<file path="config.mk">
export PLATFORM = sky130hd
export DESIGN_NAME = signed_bcd_add_subtract_compare_core
export DESIGN_NICKNAME = d
export VERILOG_FILES = /design/src/hw/rtl/scbd_pkg.sv /design/src/hw/rtl/scbd_cmp.sv /design/src/hw/rtl/scbd_addsub.sv /design/src/hw/rtl/signed_bcd_add_subtract_compare_core.sv
export SDC_FILE = /design/constraint.sdc
export NUM_CORES = 1
export LEC_CHECK = 0
export BUFFER_PORTS_ARGS = -buffer_cell sky130_fd_sc_hd__buf_2
export CAP_MARGIN = 30
export CORE_MARGIN = 3
export CORE_UTILIZATION = 65
export DETAILED_ROUTE_END_ITERATION = 12
export PLACE_DENSITY = 0.85
export SYNTH_ARGS = -nofsm -noshare
export SYNTH_HDL_FRONTEND = slang
export SYNTH_SLANG_ARGS = --single-unit
</file>
<file path="constraint.sdc">
create_clock -name i_clk -period 8.6 [get_ports i_clk]
set_input_delay 0 -clock i_clk [delete_from_list [all_inputs] [get_ports i_clk]]
set_output_delay 0 -clock i_clk [all_outputs]
set_load 0.005 [all_outputs]
</file>
<file path="src/hw/rtl/scbd_pkg.sv">
// shared constants, types and digit helpers for the signed bcd add/subtract/compare core
`default_nettype none

package scbd_pkg;

    // operand and stream geometry
    localparam int MAX_DIGITS = 16;
    localparam int DIGIT_W    = 4;
    localparam int MAG_W      = MAX_DIGITS * DIGIT_W;
    localparam int IN_BITS    = 3 + 2 * MAG_W;
    localparam int IN_DATA_W  = ((IN_BITS + 7) / 8) * 8;
    localparam int OUT_BITS   = MAG_W + 6;
    localparam int OUT_DATA_W = ((OUT_BITS + 7) / 8) * 8;

    // input tdata field positions
    localparam int IN_CMD_LSB    = 0;
    localparam int IN_ASIGN_LSB  = 1;
    localparam int IN_ADIG_LSB   = 2;
    localparam int IN_BSIGN_LSB  = IN_ADIG_LSB + MAG_W;
    localparam int IN_BDIG_LSB   = IN_BSIGN_LSB + 1;

    // output tdata field positions
    localparam int OUT_SIGN_LSB    = MAG_W;
    localparam int OUT_CARRY_LSB   = MAG_W + 1;
    localparam int OUT_GREATER_LSB = MAG_W + 2;
    localparam int OUT_EQUAL_LSB   = MAG_W + 3;
    localparam int OUT_LESS_LSB    = MAG_W + 4;
    localparam int OUT_ZERO_LSB    = MAG_W + 5;

    localparam logic [DIGIT_W-1:0] DIGIT_MAX = 4'd9;
    localparam logic [DIGIT_W:0]   RADIX     = 5'd10;

    typedef enum logic {
        CMD_ADD = 1'b0,
        CMD_SUB = 1'b1
    } t_cmd;

    typedef logic [DIGIT_W-1:0] t_digit;

    // comparison status handed from the comparator to the adder and output
    typedef struct packed {
        logic mag_lt;
        logic gt;
        logic eq;
        logic lt;
    } t_cmp_flags;

    // arithmetic result
    typedef struct packed {
        logic [MAG_W-1:0] digits;
        logic             sign;
        logic             carry_lost;
    } t_arith_res;

    // nibbles above nine read as nine
    function automatic t_digit clamp_digit(input t_digit d);
        return (d > DIGIT_MAX) ? DIGIT_MAX : d;
    endfunction

    // reduce a value below twenty to one decimal digit
    function automatic t_digit fold_ten(input logic [DIGIT_W:0] t);
        logic [DIGIT_W:0] m;
        m = t - RADIX;
        return (t >= RADIX) ? m[DIGIT_W-1:0] : t[DIGIT_W-1:0];
    endfunction

endpackage

`default_nettype wire

</file>
<file path="src/hw/rtl/scbd_cmp.sv">
// magnitude and signed comparison of the two bcd operands
`default_nettype none

module scbd_cmp #(
    parameter int NUM_DIGITS = scbd_pkg::MAX_DIGITS
) (
    input  wire logic                    i_a_sign,
    input  wire logic [scbd_pkg::MAG_W-1:0] i_a_digits,
    input  wire logic                    i_b_sign,
    input  wire logic [scbd_pkg::MAG_W-1:0] i_b_digits,
    output scbd_pkg::t_cmp_flags         o_flags
);
    import scbd_pkg::*;

    logic [NUM_DIGITS-1:0] gt_vec;
    logic [NUM_DIGITS-1:0] lt_vec;
    logic                  mag_gt;
    logic                  mag_lt;
    logic                  mag_eq;

    // per-digit greater and less marks
    for (genvar i = 0; i < NUM_DIGITS; i++) begin : g_dig
        t_digit da;
        t_digit db;
        assign da        = clamp_digit(i_a_digits[i*DIGIT_W +: DIGIT_W]);
        assign db        = clamp_digit(i_b_digits[i*DIGIT_W +: DIGIT_W]);
        assign gt_vec[i] = (da > db);
        assign lt_vec[i] = (da < db);
    end

    // the highest differing digit decides, which a plain binary compare gives
    assign mag_gt = (gt_vec > lt_vec);
    assign mag_lt = (lt_vec > gt_vec);
    assign mag_eq = !mag_gt && !mag_lt;

    // signed ordering, plus zero above minus zero
    always_comb begin
        o_flags.mag_lt = mag_lt;
        o_flags.eq     = (i_a_sign == i_b_sign) && mag_eq;
        if (i_a_sign == i_b_sign) begin
            o_flags.gt = i_a_sign ? mag_lt : mag_gt;
        end else begin
            o_flags.gt = !i_a_sign;
        end
        o_flags.lt = !o_flags.gt && !o_flags.eq;
    end

endmodule

`default_nettype wire

</file>
<file path="src/hw/rtl/scbd_addsub.sv">
// sign-magnitude decimal add and subtract with lookahead carry and borrow
`default_nettype none

module scbd_addsub #(
    parameter int NUM_DIGITS = scbd_pkg::MAX_DIGITS
) (
    input  wire scbd_pkg::t_cmd            i_cmd,
    input  wire logic                      i_a_sign,
    input  wire logic [scbd_pkg::MAG_W-1:0] i_a_digits,
    input  wire logic                      i_b_sign,
    input  wire logic [scbd_pkg::MAG_W-1:0] i_b_digits,
    input  wire scbd_pkg::t_cmp_flags      i_flags,
    output scbd_pkg::t_arith_res           o_res
);
    import scbd_pkg::*;

    logic                  eff_b_sign;
    logic                  same_sign;
    logic [NUM_DIGITS-1:0] add_g;
    logic [NUM_DIGITS-1:0] add_p;
    logic [NUM_DIGITS-1:0] ab_g;
    logic [NUM_DIGITS-1:0] ba_g;
    logic [NUM_DIGITS-1:0] eq_p;
    logic [NUM_DIGITS:0]   add_sum;
    logic [NUM_DIGITS:0]   ab_sum;
    logic [NUM_DIGITS:0]   ba_sum;
    logic [NUM_DIGITS-1:0] add_cin;
    logic [NUM_DIGITS-1:0] ab_bin;
    logic [NUM_DIGITS-1:0] ba_bin;
    logic [MAG_W-1:0]      add_digits;
    logic [MAG_W-1:0]      ab_digits;
    logic [MAG_W-1:0]      ba_digits;

    assign eff_b_sign = i_b_sign ^ (i_cmd == CMD_SUB);
    assign same_sign  = (i_a_sign == eff_b_sign);

    // per-digit generate and propagate terms
    for (genvar i = 0; i < NUM_DIGITS; i++) begin : g_gp
        t_digit           da;
        t_digit           db;
        logic [DIGIT_W:0] s;
        assign da       = clamp_digit(i_a_digits[i*DIGIT_W +: DIGIT_W]);
        assign db       = clamp_digit(i_b_digits[i*DIGIT_W +: DIGIT_W]);
        assign s        = {1'b0, da} + {1'b0, db};
        assign add_g[i] = (s >= RADIX);
        assign add_p[i] = (s == {1'b0, DIGIT_MAX});
        assign ab_g[i]  = (da < db);
        assign ba_g[i]  = (db < da);
        assign eq_p[i]  = (da == db);
    end

    // carry and borrow lookahead folded into one binary add each
    assign add_sum = {1'b0, add_g | add_p} + {1'b0, add_g};
    assign ab_sum  = {1'b0, ab_g | eq_p} + {1'b0, ab_g};
    assign ba_sum  = {1'b0, ba_g | eq_p} + {1'b0, ba_g};
    assign add_cin = add_sum[NUM_DIGITS-1:0] ^ add_p;
    assign ab_bin  = ab_sum[NUM_DIGITS-1:0] ^ eq_p;
    assign ba_bin  = ba_sum[NUM_DIGITS-1:0] ^ eq_p;

    // digit values for sum and both differences
    for (genvar i = 0; i < NUM_DIGITS; i++) begin : g_dig
        t_digit da;
        t_digit db;
        assign da = clamp_digit(i_a_digits[i*DIGIT_W +: DIGIT_W]);
        assign db = clamp_digit(i_b_digits[i*DIGIT_W +: DIGIT_W]);
        assign add_digits[i*DIGIT_W +: DIGIT_W] =
            fold_ten({1'b0, da} + {1'b0, db} + {{DIGIT_W{1'b0}}, add_cin[i]});
        assign ab_digits[i*DIGIT_W +: DIGIT_W] =
            fold_ten({1'b0, da} + RADIX - {1'b0, db} - {{DIGIT_W{1'b0}}, ab_bin[i]});
        assign ba_digits[i*DIGIT_W +: DIGIT_W] =
            fold_ten({1'b0, db} + RADIX - {1'b0, da} - {{DIGIT_W{1'b0}}, ba_bin[i]});
    end

    // digits above the configured count stay zero
    if (NUM_DIGITS < MAX_DIGITS) begin : g_pad
        assign add_digits[MAG_W-1:NUM_DIGITS*DIGIT_W] = '0;
        assign ab_digits[MAG_W-1:NUM_DIGITS*DIGIT_W]  = '0;
        assign ba_digits[MAG_W-1:NUM_DIGITS*DIGIT_W]  = '0;
    end

    // pick the path; the larger magnitude sets the sign when signs differ
    always_comb begin
        if (same_sign) begin
            o_res.digits     = add_digits;
            o_res.sign       = i_a_sign;
            o_res.carry_lost = add_sum[NUM_DIGITS];
        end else if (i_flags.mag_lt) begin
            o_res.digits     = ba_digits;
            o_res.sign       = eff_b_sign;
            o_res.carry_lost = 1'b0;
        end else begin
            o_res.digits     = ab_digits;
            o_res.sign       = i_a_sign;
            o_res.carry_lost = 1'b0;
        end
    end

endmodule

`default_nettype wire

</file>
<file path="src/hw/rtl/signed_bcd_add_subtract_compare_core.sv">
// top level: input register, add/subtract and compare logic, result register
//
//  channel  dir  tdata fields (lsb first)                              width
//  s_axis   in   cmd, a_sign, a_digits[64], b_sign, b_digits[64], pad   136
//  m_axis   out  result_digits[64], result_sign, carry_lost,             72
//                a_greater, a_equal, a_less, result_zero, pad
//
//  one transaction per cycle sustained while m_axis_tready stays high; the
//  operands pass through the input register, then the lookahead carry chain
//  and the digit compare, and the result is captured in the result register.
//  i_rst_n is synchronous, active low, and empties both registers.
//  a stall on m_axis holds the result; the input register still takes
//  one more transaction before s_axis_tready drops.
`default_nettype none

module signed_bcd_add_subtract_compare_core #(
    parameter int NUM_DIGITS = scbd_pkg::MAX_DIGITS
) (
    input  wire logic                            i_clk,
    input  wire logic                            i_rst_n,
    input  wire logic                            s_axis_tvalid,
    output logic                                 s_axis_tready,
    // cmd, a_sign, a_digits, b_sign, b_digits, zero pad
    input  wire logic [scbd_pkg::IN_DATA_W-1:0]  s_axis_tdata,
    output logic                                 m_axis_tvalid,
    input  wire logic                            m_axis_tready,
    // result_digits, result_sign, carry_lost, a_greater, a_equal, a_less,
    // result_zero, zero pad
    output logic [scbd_pkg::OUT_DATA_W-1:0]      m_axis_tdata
);
    import scbd_pkg::*;

    logic                  r_in_valid;
    logic                  n_in_valid;
    t_cmd                  r_cmd;
    logic                  r_a_sign;
    logic [MAG_W-1:0]      r_a_digits;
    logic                  r_b_sign;
    logic [MAG_W-1:0]      r_b_digits;
    logic                  r_out_valid;
    logic                  n_out_valid;
    logic [OUT_DATA_W-1:0] r_out_data;
    logic [OUT_DATA_W-1:0] n_out_data;
    logic                  in_take;
    logic                  in_adv;
    t_cmp_flags            flags;
    t_arith_res            res;

    // handshake: the input register drains whenever the result register frees
    assign in_adv        = r_in_valid && (!r_out_valid || m_axis_tready);
    assign s_axis_tready = !r_in_valid || in_adv;
    assign in_take       = s_axis_tvalid && s_axis_tready;

    always_comb begin
        n_in_valid = r_in_valid;
        if (in_take) begin
            n_in_valid = 1'b1;
        end else if (in_adv) begin
            n_in_valid = 1'b0;
        end
        n_out_valid = r_out_valid;
        if (in_adv) begin
            n_out_valid = 1'b1;
        end else if (m_axis_tready) begin
            n_out_valid = 1'b0;
        end
    end

    always_ff @(posedge i_clk) begin
        if (!i_rst_n) begin
            r_in_valid  <= 1'b0;
            r_out_valid <= 1'b0;
        end else begin
            r_in_valid  <= n_in_valid;
            r_out_valid <= n_out_valid;
        end
    end

    // operand capture
    always_ff @(posedge i_clk) begin
        if (in_take) begin
            r_cmd      <= t_cmd'(s_axis_tdata[IN_CMD_LSB]);
            r_a_sign   <= s_axis_tdata[IN_ASIGN_LSB];
            r_a_digits <= s_axis_tdata[IN_ADIG_LSB +: MAG_W];
            r_b_sign   <= s_axis_tdata[IN_BSIGN_LSB];
            r_b_digits <= s_axis_tdata[IN_BDIG_LSB +: MAG_W];
        end
    end

    scbd_cmp #(
        .NUM_DIGITS (NUM_DIGITS)
    ) u_cmp (
        .i_a_sign   (r_a_sign),
        .i_a_digits (r_a_digits),
        .i_b_sign   (r_b_sign),
        .i_b_digits (r_b_digits),
        .o_flags    (flags)
    );

    scbd_addsub #(
        .NUM_DIGITS (NUM_DIGITS)
    ) u_addsub (
        .i_cmd      (r_cmd),
        .i_a_sign   (r_a_sign),
        .i_a_digits (r_a_digits),
        .i_b_sign   (r_b_sign),
        .i_b_digits (r_b_digits),
        .i_flags    (flags),
        .o_res      (res)
    );

    // result packing
    always_comb begin
        n_out_data                  = '0;
        n_out_data[MAG_W-1:0]       = res.digits;
        n_out_data[OUT_SIGN_LSB]    = res.sign;
        n_out_data[OUT_CARRY_LSB]   = res.carry_lost;
        n_out_data[OUT_GREATER_LSB] = flags.gt;
        n_out_data[OUT_EQUAL_LSB]   = flags.eq;
        n_out_data[OUT_LESS_LSB]    = flags.lt;
        n_out_data[OUT_ZERO_LSB]    = (res.digits == '0);
    end

    always_ff @(posedge i_clk) begin
        if (in_adv) begin
            r_out_data <= n_out_data;
        end
    end

    assign m_axis_tvalid = r_out_valid;
    assign m_axis_tdata  = r_out_data;

endmodule

`default_nettype wire

</file>
* Word-level counts from Yosys, hierarchy flattened
Index checks and enable logic that the tools add are counted.
** Storage, ports and cells
- Register bits after elaboration :: 203
- Logic and storage cells :: 479
- Output and inout port bits :: 74
- Input bits :: 140
** Cells by class
- Add/subtract/negate cells :: 179
- Eq/ne operators :: 34
- Muxes and demuxes :: 88
- Reductions and logical operators :: 17
- $lt $le $gt $ge :: 146
- Bitwise operators :: 7
** Operator list (count)
- $ge 5x4->1 const B :: 64
- $mux 4 :: 80
- $sub 4x4->4 const B :: 48
- $add 4x4->5 const B :: 32
- $sub 5x1->5 :: 32
- $sub 5x4->5 :: 32
- $mux 66 :: 2
- $gt 4x4->1 const B :: 32
- $lt 4x4->1 :: 32
- $add 4x4->5 :: 16
- $add 5x1->5 :: 16
- $eq 5x4->1 const B :: 16
- $eq 4x4->1 :: 16
- $gt 4x4->1 :: 16
- $logic_not 64->1 :: 1
- $or 16x16->16 :: 3
- $xor 16x16->16 :: 3
- $add 16x16->16 :: 2
- $gt 16x16->1 :: 2
- $add 16x16->17 :: 1
- $logic_not 1->1 :: 7
- $mux 1 :: 6
- $logic_and 1x1->1 :: 5
- $reduce_bool 2->1 :: 2
- 3 further kinds :: 5

* Logic depth before layout (Yosys ltp)
Gate-level depths: netlist of the first run.
- Depth after elaboration :: 12
- Mapped depth :: 32
- Depth with buffers taken out :: 32

* Modules after synthesis
From an unflattened synthesis of the first run, not the netlist that was laid out.
** Unflattened totals
- Cell total of the unflattened synthesis :: 2743
- Area total of the unflattened synthesis :: 24571.1 µm²
** By module, submodules not included
- scbd_addsub :: area each 15899.0 µm², instances 1, seq. area each 0.0 µm², cells each 2151
- signed_bcd_add_subtract_compare_core :: area each 6279.8 µm², instances 1, seq. area each 6075.8 µm², cells each 234
- scbd_cmp :: area each 2392.3 µm², instances 1, seq. area each 0.0 µm², cells each 358

* Least setup slack after synthesis of the first run
OpenSTA, ideal clock, no wires.
- Kind :: flip-flop to flip-flop
- Start :: register r_a_digits[2]
- End :: register r_out_data[69], in the netlist m_axis_tdata[69], data pin
- Data required time :: 8.430 ns
- Arrival :: 5.677 ns
- Stages on the path, launching flop included :: 29
- Buffers on the path :: 0
- Path slack :: 2.753 ns
- Library setup time :: 0.170 ns
- Clock period less this slack :: 5.847 ns
- Cells stage by stage :: edfxtp_1 -> o21ai_0 -> nand2b_1 -> ha_1 -> fa_1 -> xnor2_1 -> or2_2 -> a31o_2 -> ha_1 -> inv_1 -> o311ai_0 -> a221oi_1 -> o211ai_1 -> a211oi_1 -> o2111ai_1 -> a31o_2 -> a31o_2 -> ha_1 -> ha_1 -> xnor2_1 -> ha_1 -> nand2_1 -> a22oi_1 -> mux2i_1 -> nor2_1 -> a31oi_1 -> nor4_1 -> nand4_1 -> nor4_2
** On the way
- Longest elaborated chain between the ends :: 12
- Elaborated cells between the ends (all ways) :: 217
- Those cells by class :: add/sub: 103; order compare: 54; eq/ne: 2; mux: 51; bitwise: 6; reduce/logical: 1
** Ends and longest elaborated chain
- from (decl) :: RTL line signed_bcd_add_subtract_compare_core.sv:37 : logic [MAG_W-1:0] r_a_digits;
- from (signal assigned) :: RTL line signed_bcd_add_subtract_compare_core.sv:84 : r_a_digits <= s_axis_tdata[IN_ADIG_LSB +: MAG_W];
- $gt 4x4->1 :: RTL line scbd_pkg.sv:57 : return (d > DIGIT_MAX) ? DIGIT_MAX : d;
- $mux 4 * :: RTL line scbd_pkg.sv:57
- $add 4x4->5 (tied with other cells) :: RTL line scbd_addsub.sv:44 : assign s = {1'b0, da} + {1'b0, db};
- $ge 5x4->1 (tied with other cells) :: RTL line scbd_addsub.sv:45 : assign add_g[i] = (s >= RADIX);
- $or 16x16->16 (tied with other cells) :: RTL line scbd_addsub.sv:53 : assign add_sum = {1'b0, add_g | add_p} + {1'b0, add_g};
- $add 16x16->17 (tied with other cells) :: RTL line scbd_addsub.sv:53
- $xor 16x16->16 (tied with other cells) :: RTL line scbd_addsub.sv:56 : assign add_cin = add_sum[NUM_DIGITS-1:0] ^ add_p;
- $add 5x1->5 (tied with other cells) :: RTL line scbd_addsub.sv:67 : fold_ten({1'b0, da} + {1'b0, db} + {{DIGIT_W{1'b0}}, add_cin[i]});
- $sub 4x4->4 (tied with other cells) :: RTL line scbd_pkg.sv:63 : m = t - RADIX;
- $mux 4 / $mux 66 (equally long branches) :: RTL line scbd_pkg.sv:64, scbd_addsub.sv:87
- $mux 66 * :: RTL line scbd_addsub.sv:83 : if (same_sign) begin
- net n_out_data[58] :: RTL line signed_bcd_add_subtract_compare_core.sv:43 : logic [OUT_DATA_W-1:0] n_out_data;
- $logic_not 64->1 * :: RTL line signed_bcd_add_subtract_compare_core.sv:121 : n_out_data[OUT_ZERO_LSB] = (res.digits == '0);
- net n_out_data[69] :: RTL line signed_bcd_add_subtract_compare_core.sv:43
- to (signal assigned) :: RTL line signed_bcd_add_subtract_compare_core.sv:126 : r_out_data <= n_out_data;
- to (decl) :: RTL line signed_bcd_add_subtract_compare_core.sv:42 : logic [OUT_DATA_W-1:0] r_out_data;
Mark *: on every way through the listed nets, which the timed path passes. The rest lies on a longest branch.
A chain may end at the register's enable or synchronous reset.

* Worst setup path after layout of the first run
- Start :: register r_b_digits[11]
- End :: register r_out_data[69], in the netlist m_axis_tdata[69], data pin
** On the way
- Longest elaborated chain between the ends :: 12
- Elaborated cells between the ends (all ways) :: 193
- Those cells by class :: add/sub: 91; order compare: 48; eq/ne: 2; mux: 45; bitwise: 6; reduce/logical: 1
** Ends and longest elaborated chain
- from (decl) :: RTL line signed_bcd_add_subtract_compare_core.sv:39 : logic [MAG_W-1:0] r_b_digits;
- from (signal assigned) :: RTL line signed_bcd_add_subtract_compare_core.sv:86 : r_b_digits <= s_axis_tdata[IN_BDIG_LSB +: MAG_W];
- $gt 4x4->1 :: RTL line scbd_pkg.sv:57
- $mux 4 * :: RTL line scbd_pkg.sv:57
- $add 4x4->5 (tied with other cells) :: RTL line scbd_addsub.sv:44
- $ge 5x4->1 (tied with other cells) :: RTL line scbd_addsub.sv:45
- $or 16x16->16 (tied with other cells) :: RTL line scbd_addsub.sv:53
- $add 16x16->17 (tied with other cells) :: RTL line scbd_addsub.sv:53
- $xor 16x16->16 (tied with other cells) :: RTL line scbd_addsub.sv:56
- $add 5x1->5 (tied with other cells) :: RTL line scbd_addsub.sv:67
- $sub 4x4->4 (tied with other cells) :: RTL line scbd_pkg.sv:63
- $mux 4 / $mux 66 (equally long branches) :: RTL line scbd_pkg.sv:64, scbd_addsub.sv:87
- $mux 66 * :: RTL line scbd_addsub.sv:83
- net n_out_data[54] :: RTL line signed_bcd_add_subtract_compare_core.sv:43
- $logic_not 64->1 * :: RTL line signed_bcd_add_subtract_compare_core.sv:121
- net n_out_data[69] :: RTL line signed_bcd_add_subtract_compare_core.sv:43
Marked as above.

==> impl_metrics.ini, run 1 <==
[critical_path]
worstPathArrival_ns = 8.05
cpPeakStageDelay_ns = 0.53
cpMaxStageDelayCell = a2111oi_0
crit_path_max_fanout = 6
cp-end-kind = register
crit_top_cell = ha_1
cp-start-kind = register
crit_type = register to register
cp.required_ns = 8.96

[synthesis]
synth.distinct_cells = 79
syn_inst = 2513
avgSynthCellArea_um2 = 9.20
synth-edff-count = 201
ys.flop_type = edfxtp_1
yosysSeqAreaShare = 0.263
ys_warn_count = 0
synth_area_um2 = 23100
synth_seq_cells = 203
async_flop_share = 0

[cells_and_area]
syn_to_final_growth_pct = 15.5
fin_util = 0.767
drive_above_1_share = 0.110
fin_nets = 3411
diodes = 0

[sta]
setup_viol = 0
report.final.slew_viol_count = 0
fin_crit_ns = 7.69
hold_viol = 0
rsz0062_at_grt = false
worstMarginPinSlew_ns = 0.958
period_share = 0.895
setup_tns_ns = 0
finClkSkew_ns = 0.0201
max_freq_mhz = 130
slew_headroom = 0.358

[detailed_routing]
first_pass_iters = 6
drc = 0
vias = 20000
finalWirelength_mm = 64.6
wire_per_inst_um = 19.6
drtAntennaViolNets = 0
via_per_inst = 6.06
first_iter_violations = 1847

[pwr]
intPower_uw = 2940
share_seq_of_total_power = 0.257
p_clk_frac = 0.208
comb_power_share = 0.534
peakVddDrop_v = 0.000231
switchingPower_uw = 2030
p_sw_frac = 0.408
power.density_nw_per_um2 = 186
power.leakage_uw = 0.0125

[floorplanning]
start_util = 0.664
dieArea_um2 = 37900
io_pins = 214
rows = 68
die_w_um = 195
core_um2 = 34800
die_height_um = 195

[outcome]
status = finished, final reports clean

[clock_tree]
cts_tree = built
ctsResizeCount = 0
cts_buffer_depth = 3
cts_setup_buffers = 0
clockRootBuffer = clkbuf_16
numCtsBuffers = 23
clock_latency_ns = 0.54
htreeDepth = 1
clk_transition_reported_paths_ns = 0.07
cts.sinks = 203

[global_route]
overflow = 0
grt_first_pass_wirelength_mm = 103
gr-usage-all-layers = 0.335
grt_start_max_net_pins = 74
grt_antenna_before_repair = 0
grt_pass1_vias = 20200

[placed_design]
gp_congestion = 0.944
dp_hpwl_mm = 47.9
io_buffers = 206

[flow_run]
timing.max_cap.violations = 0

[min_path]
holdCritPathClass = primary input to register
-- through the flow --
stage	hold WS (ns)	cells	setup WS (ns)	instance area, µm²	power [µW]
global route	0.155	3291	0.562	26700	5300
detailed placement	0.178	3115	1.22	24600	3800
global placement	0.176	3115	1.42	24600	3690
finish	0.161	3291	0.906	26700	4970
floorplan	0.0989	2515	2.75	23100	3130
CTS	0.137	3291	1.14	26700	4910
-- routing by layer --
layer	up-vias	global-route usage	share of wire
met3	221	0.0525	0.080
met2	981	0.566	0.47
met1	9461	0.430	0.40
met4	0	0.140	0.050
li1	9287	-	-
met5	-	0	0
-- path summary, 6_finish.rpt --
| path | startpoint | end | slack, ns | cells past startpoint |
|---|---|---|---|---|
| setup / recovery | r_b_digits[11]$_DFFE_PP_ | m_axis_tdata[69]$_DFFE_PP_ | 0.91 | 30 |
| hold reg to reg | r_in_valid$_SDFFE_PN0P_ | m_axis_tdata[65]$_SDFFCE_PN0P_ | 0.79 | 1 |
| setup reg to reg | r_b_digits[11]$_DFFE_PP_ | m_axis_tdata[69]$_DFFE_PP_ | 0.91 | 30 |
| hold / removal | s_axis_tdata[40] | r_a_digits[38]$_DFFE_PP_ | 0.16 | 2 |
-- state kept, by name (all words and copies together) (netlist names) --
signal and count:
r_cmd 1, r_b_digits 64, r_in_valid 1, m_axis_tdata 70, r_a_digits 64, m_axis_tvalid 1
r_a_sign 1, r_b_sign 1
-- cell type report --
class | count | area, µm²
Clock inverter | 18 | 199
Timing Repair Buffer | 360 | 2520
Inverter | 398 | 1490
Sequential cell | 203 | 6080
Clock buffer | 23 | 576
Tap cell | 455 | 569
Fill cell | 2337 | 8110
Multi-Input combinational cell | 1834 | 15300
-- cells in the mapped netlist, types with 31 or more instances --
cell type  count  area, µm²
inv_1        398       1490
xnor2_1       95        832
nand2b_1      48        300
nor2_1       148        556
a21oi_1       91        455
a31oi_1       44        275
ha_1         341       4270
mux2i_1       36        360
fa_1         110       2200
xor2_1        35        307
o21a_1        33        248
nor3_1        45        225
clkbuf_1      62        233
nand3_1       64        320
o31ai_1       31        233
o21ai_0      122        611
nand2_1      195        732
nor2b_1       41        257
edfxtp_1     201       6040
-- cell families (layout without fill, tap and decap cells) --
family,Yosys count,after routing,synth area share
AO/OA/AOI/OAI,490,490,0.142
XOR/XNOR,145,145,0.0640
adder cells (fa/ha/maj),451,451,0.280
buffers and inverters,478,799,0.0799
flip-flops,203,203,0.263
multiplexers,40,40,0.0175
other,1,3,0.000162
AND/OR/NAND/NOR,705,705,0.153
-- worst max-delay path: cells and delay by family, from the launching register on --
kind | cells | cell delay, ns
compound gates | 10 | 2.78
simple gates | 8 | 1.42
fa+ha+maj | 5 | 1.33
mux | 3 | 0.88
buf+inv | 4 | 0.61
flops | 1 | 0.49
-- cells in the final DEF (no fill, tap or decap), types with 18 or more instances in the layout --
cell           count
nand2_1          195
nor2_1           148
edfxtp_1         201
nor4_1            25
clkbuf_16         23
o21ai_0          122
and2_1            26
xor2_1            34
a21oi_1           91
mux2i_1           36
nor2b_1           40
ha_1             341
buf_4             19
buf_2            206
xnor2_1           94
dlygate4sd3_1    135
a31oi_1           44
inv_1            398
o31ai_1           31
o21a_1            33
fa_1             110
nand2b_1          48
nor3_1            45
or3_1             18
nand3_1           64
-- timing repair --
action / CTS / global route
hold endpoints to repair: 133 / 0
endpoints found under the setup margin: 0 / 0
hold buffers: 135 / 0
-- power groups by stage --
stage	Sequential, µW	Combinational (µW)	Clock [µW]
2_1_floorplan	1290	1840	0
3_3_place_gp	1290	2400	0
3_5_place_dp	1290	2510	0
4_1_cts	1280	2590	1050
5_1_grt	1290	2920	1090
6_report	1280	2660	1040
Power figures use the tool's default switching activity.
==> run 2, diff against run 1 <==
--- a/config.mk
+++ b/config.mk
@@ -13,4 +13,5 @@
 export PLACE_DENSITY = 0.85
 export SYNTH_ARGS = -nofsm -noshare
 export SYNTH_HDL_FRONTEND = slang
+export SYNTH_HIERARCHICAL = 1
 export SYNTH_SLANG_ARGS = --single-unit
==> impl_metrics.ini, run 2 <==
[synthesis]
synth.largest_area_cell = edfxtp_1
syn_inst = 2743
ys_warn_count = 6
yosys-top-cells-count = inv_1 (427), ha_1 (403), nand2_1 (218)
synth-edff-count = 201
synth_seq_cells = 203
avgSynthCellArea_um2 = 8.96
async_flop_share = 0
yosysMostFrequentCell = inv_1
yosysSeqAreaShare = 0.247
synth_area_um2 = 24600
synth_top_area_share = 0.246
synth.distinct_cells = 90
synth_top_cells_by_area = edfxtp_1 (25%), ha_1 (21%), fa_1 (9.0%)
ys.flop_type = edfxtp_1

[global_route]
grt_first_pass_wirelength_mm = 106
grt_antenna_before_repair = 1
grt_start_max_net_pins = 91
overflow = 0
grt_pass1_vias = 21300
gr-usage-all-layers = 0.320

[clock_tree]
postCtsHoldBufs = 135
cts_buffer_depth = 3
clk_transition_reported_paths_ns = 0.07
numCtsBuffers = 24
clock_latency_ns = 0.56
ctsResizeCount = 0
cts_tree = built
cts_setup_buffers = 0
htreeDepth = 1
cts.sinks = 203
clockRootBuffer = clkbuf_16

[sta]
rsz0062_at_grt = false
slew_headroom = 0.318
setup_tns_ns = 0
fin_crit_ns = 7.08
worstMarginPinSlew_ns = 1.02
setup_viol = 0
max_freq_mhz = 141
report.final.slew_viol_count = 0
finClkSkew_ns = 0.0236
hold_viol = 0
period_share = 0.823

[critical_path]
r2r_start = r_a_digits[3]$_DFFE_PP_
cp-start-kind = register
crit_path_max_fanout = 8
cpMaxStageDelayCell = edfxtp_1
worstPathArrival_ns = 7.46
cpPeakStageDelay_ns = 0.52
rrSetupSlack_ns = 1.52
crit_type = register to register
cp-end-kind = register
cp.required_ns = 8.98
critPathLaunch = r_a_digits[3]$_DFFE_PP_

[detailed_routing]
drtAntennaViolNets = 0
first_iter_violations = 1424
wire_per_inst_um = 18.4
first_pass_iters = 6
vias = 20700
via_per_inst = 5.80
drc = 0
finalWirelength_mm = 65.6

[outcome]
status = finished, final reports clean

[floorplanning]
rows = 70
dieArea_um2 = 40200
core_um2 = 37000
die_w_um = 200
die_height_um = 200
io_pins = 214
start_util = 0.665

[min_path]
holdCritPathClass = primary input to register
min_from = s_axis_tdata[111]

[placed_design]
dp_hpwl_mm = 49.2
gp_congestion = 0.967
io_buffers = 206

[flow_run]
timing.max_cap.violations = 0

[cells_and_area]
diodes = 0
drive_above_1_share = 0.105
syn_to_final_growth_pct = 14.8
layout_common_cells = inv_1 (426), ha_1 (403), nand2_1 (218)
fin_nets = 3693
largest_reg_flops = 70
layout_commonest_cell = inv_1

[pwr]
power.leakage_uw = 0.0130
power.total_uw = 5000
power.density_nw_per_um2 = 177
peakVddDrop_v = 0.000194
[run 2: cell count changes in the layout (fill, tap and decap cells not counted), sizes merged, moves of 28 or more]
| cell | before | now |
|---|---|---|
| a31oi | 44 | 12 |
| a211oi | 9 | 37 |
| ha | 341 | 403 |
| inv | 399 | 434 |
| nor2b | 41 | 79 |
| a21oi | 91 | 176 |
| xnor2 | 95 | 135 |
[run 2: report_power, final]
part           internal [µW]  switching [µW]  leakage (µW)
Sequential              1240            65.9       0.00195
Clock                    622             434      0.000385
Combinational           1080            1560        0.0106
[run 2: cell type report]
type                       count  area [µm²]
multi-input combinational   2029       16600
fill                        2543        8760
sequential                   203        6080
timing repair buffer         349        2470
inverter                     433        1630
clock buffer                  30         644
tap                          504         631
clock inverter                13         150
[run 2: cell families (layout without fill, tap and decap cells)]
kind of cell    after synthesis  after routing  share of synthesized area
fa+ha+maj                   513            513                      0.295
simple gates                742            742                      0.153
compound gates              535            535                      0.137
xor+xnor                    174            174                     0.0623
other cells                   2              3                   0.000306
buf+inv                     512            825                     0.0787
mux                          62             62                     0.0263
flops                       203            203                      0.247
[run 2: metrics by stage]
| stage | util | hold WS [ns] | cell area (µm²) | setup WS [ns] | instances |
|---|---|---|---|---|---|
| 6_report | 0.763 | 0.151 | 28200 | 1.52 | 3561 |
| 5_1_grt | 0.763 | 0.146 | 28200 | 1.10 | 3561 |
| 4_1_cts | 0.762 | 0.113 | 28200 | 1.70 | 3559 |
| 3_5_place_dp | 0.704 | 0.178 | 26000 | 1.74 | 3381 |
| 3_3_place_gp | 0.704 | 0.176 | 26000 | 1.80 | 3380 |
| 2_1_floorplan | - | 0.0989 | 24600 | 2.94 | 2744 |
[run 2: worst paths after layout]
kind	end	cells after the start
setup / recovery	m_axis_tdata[69]$_DFFE_PP_	30
hold / removal	r_b_digits[44]$_DFFE_PP_	2
setup reg to reg	m_axis_tdata[69]$_DFFE_PP_	30
hold reg to reg	m_axis_tdata[66]$_DFFE_PP_	1
[run 2: metal layers]
| metal | track usage | part of all wire | wire (µm) | vias up |
|---|---|---|---|---|
| met1 | 0.382 | 0.39 | 25900 | 9823 |
| li1 | - | - | - | 9909 |
| met2 | 0.571 | 0.49 | 32400 | 743 |
| met5 | 0 | 0.00020 | 13 | - |
| met4 | 0.146 | 0.052 | 3430 | 2 |
| met3 | 0.0446 | 0.059 | 3880 | 193 |
[run 2: critical path, delay by kind of cell, from the launching register on]
kind / cells / cell delay [ns]
AO/OA/AOI/OAI: 12 / 2.68
XOR/XNOR: 2 / 0.38
buffers and inverters: 2 / 0.21
adder cells (fa/ha/maj): 6 / 1.74
AND/OR/NAND/NOR: 8 / 1.38
flip-flops: 1 / 0.52
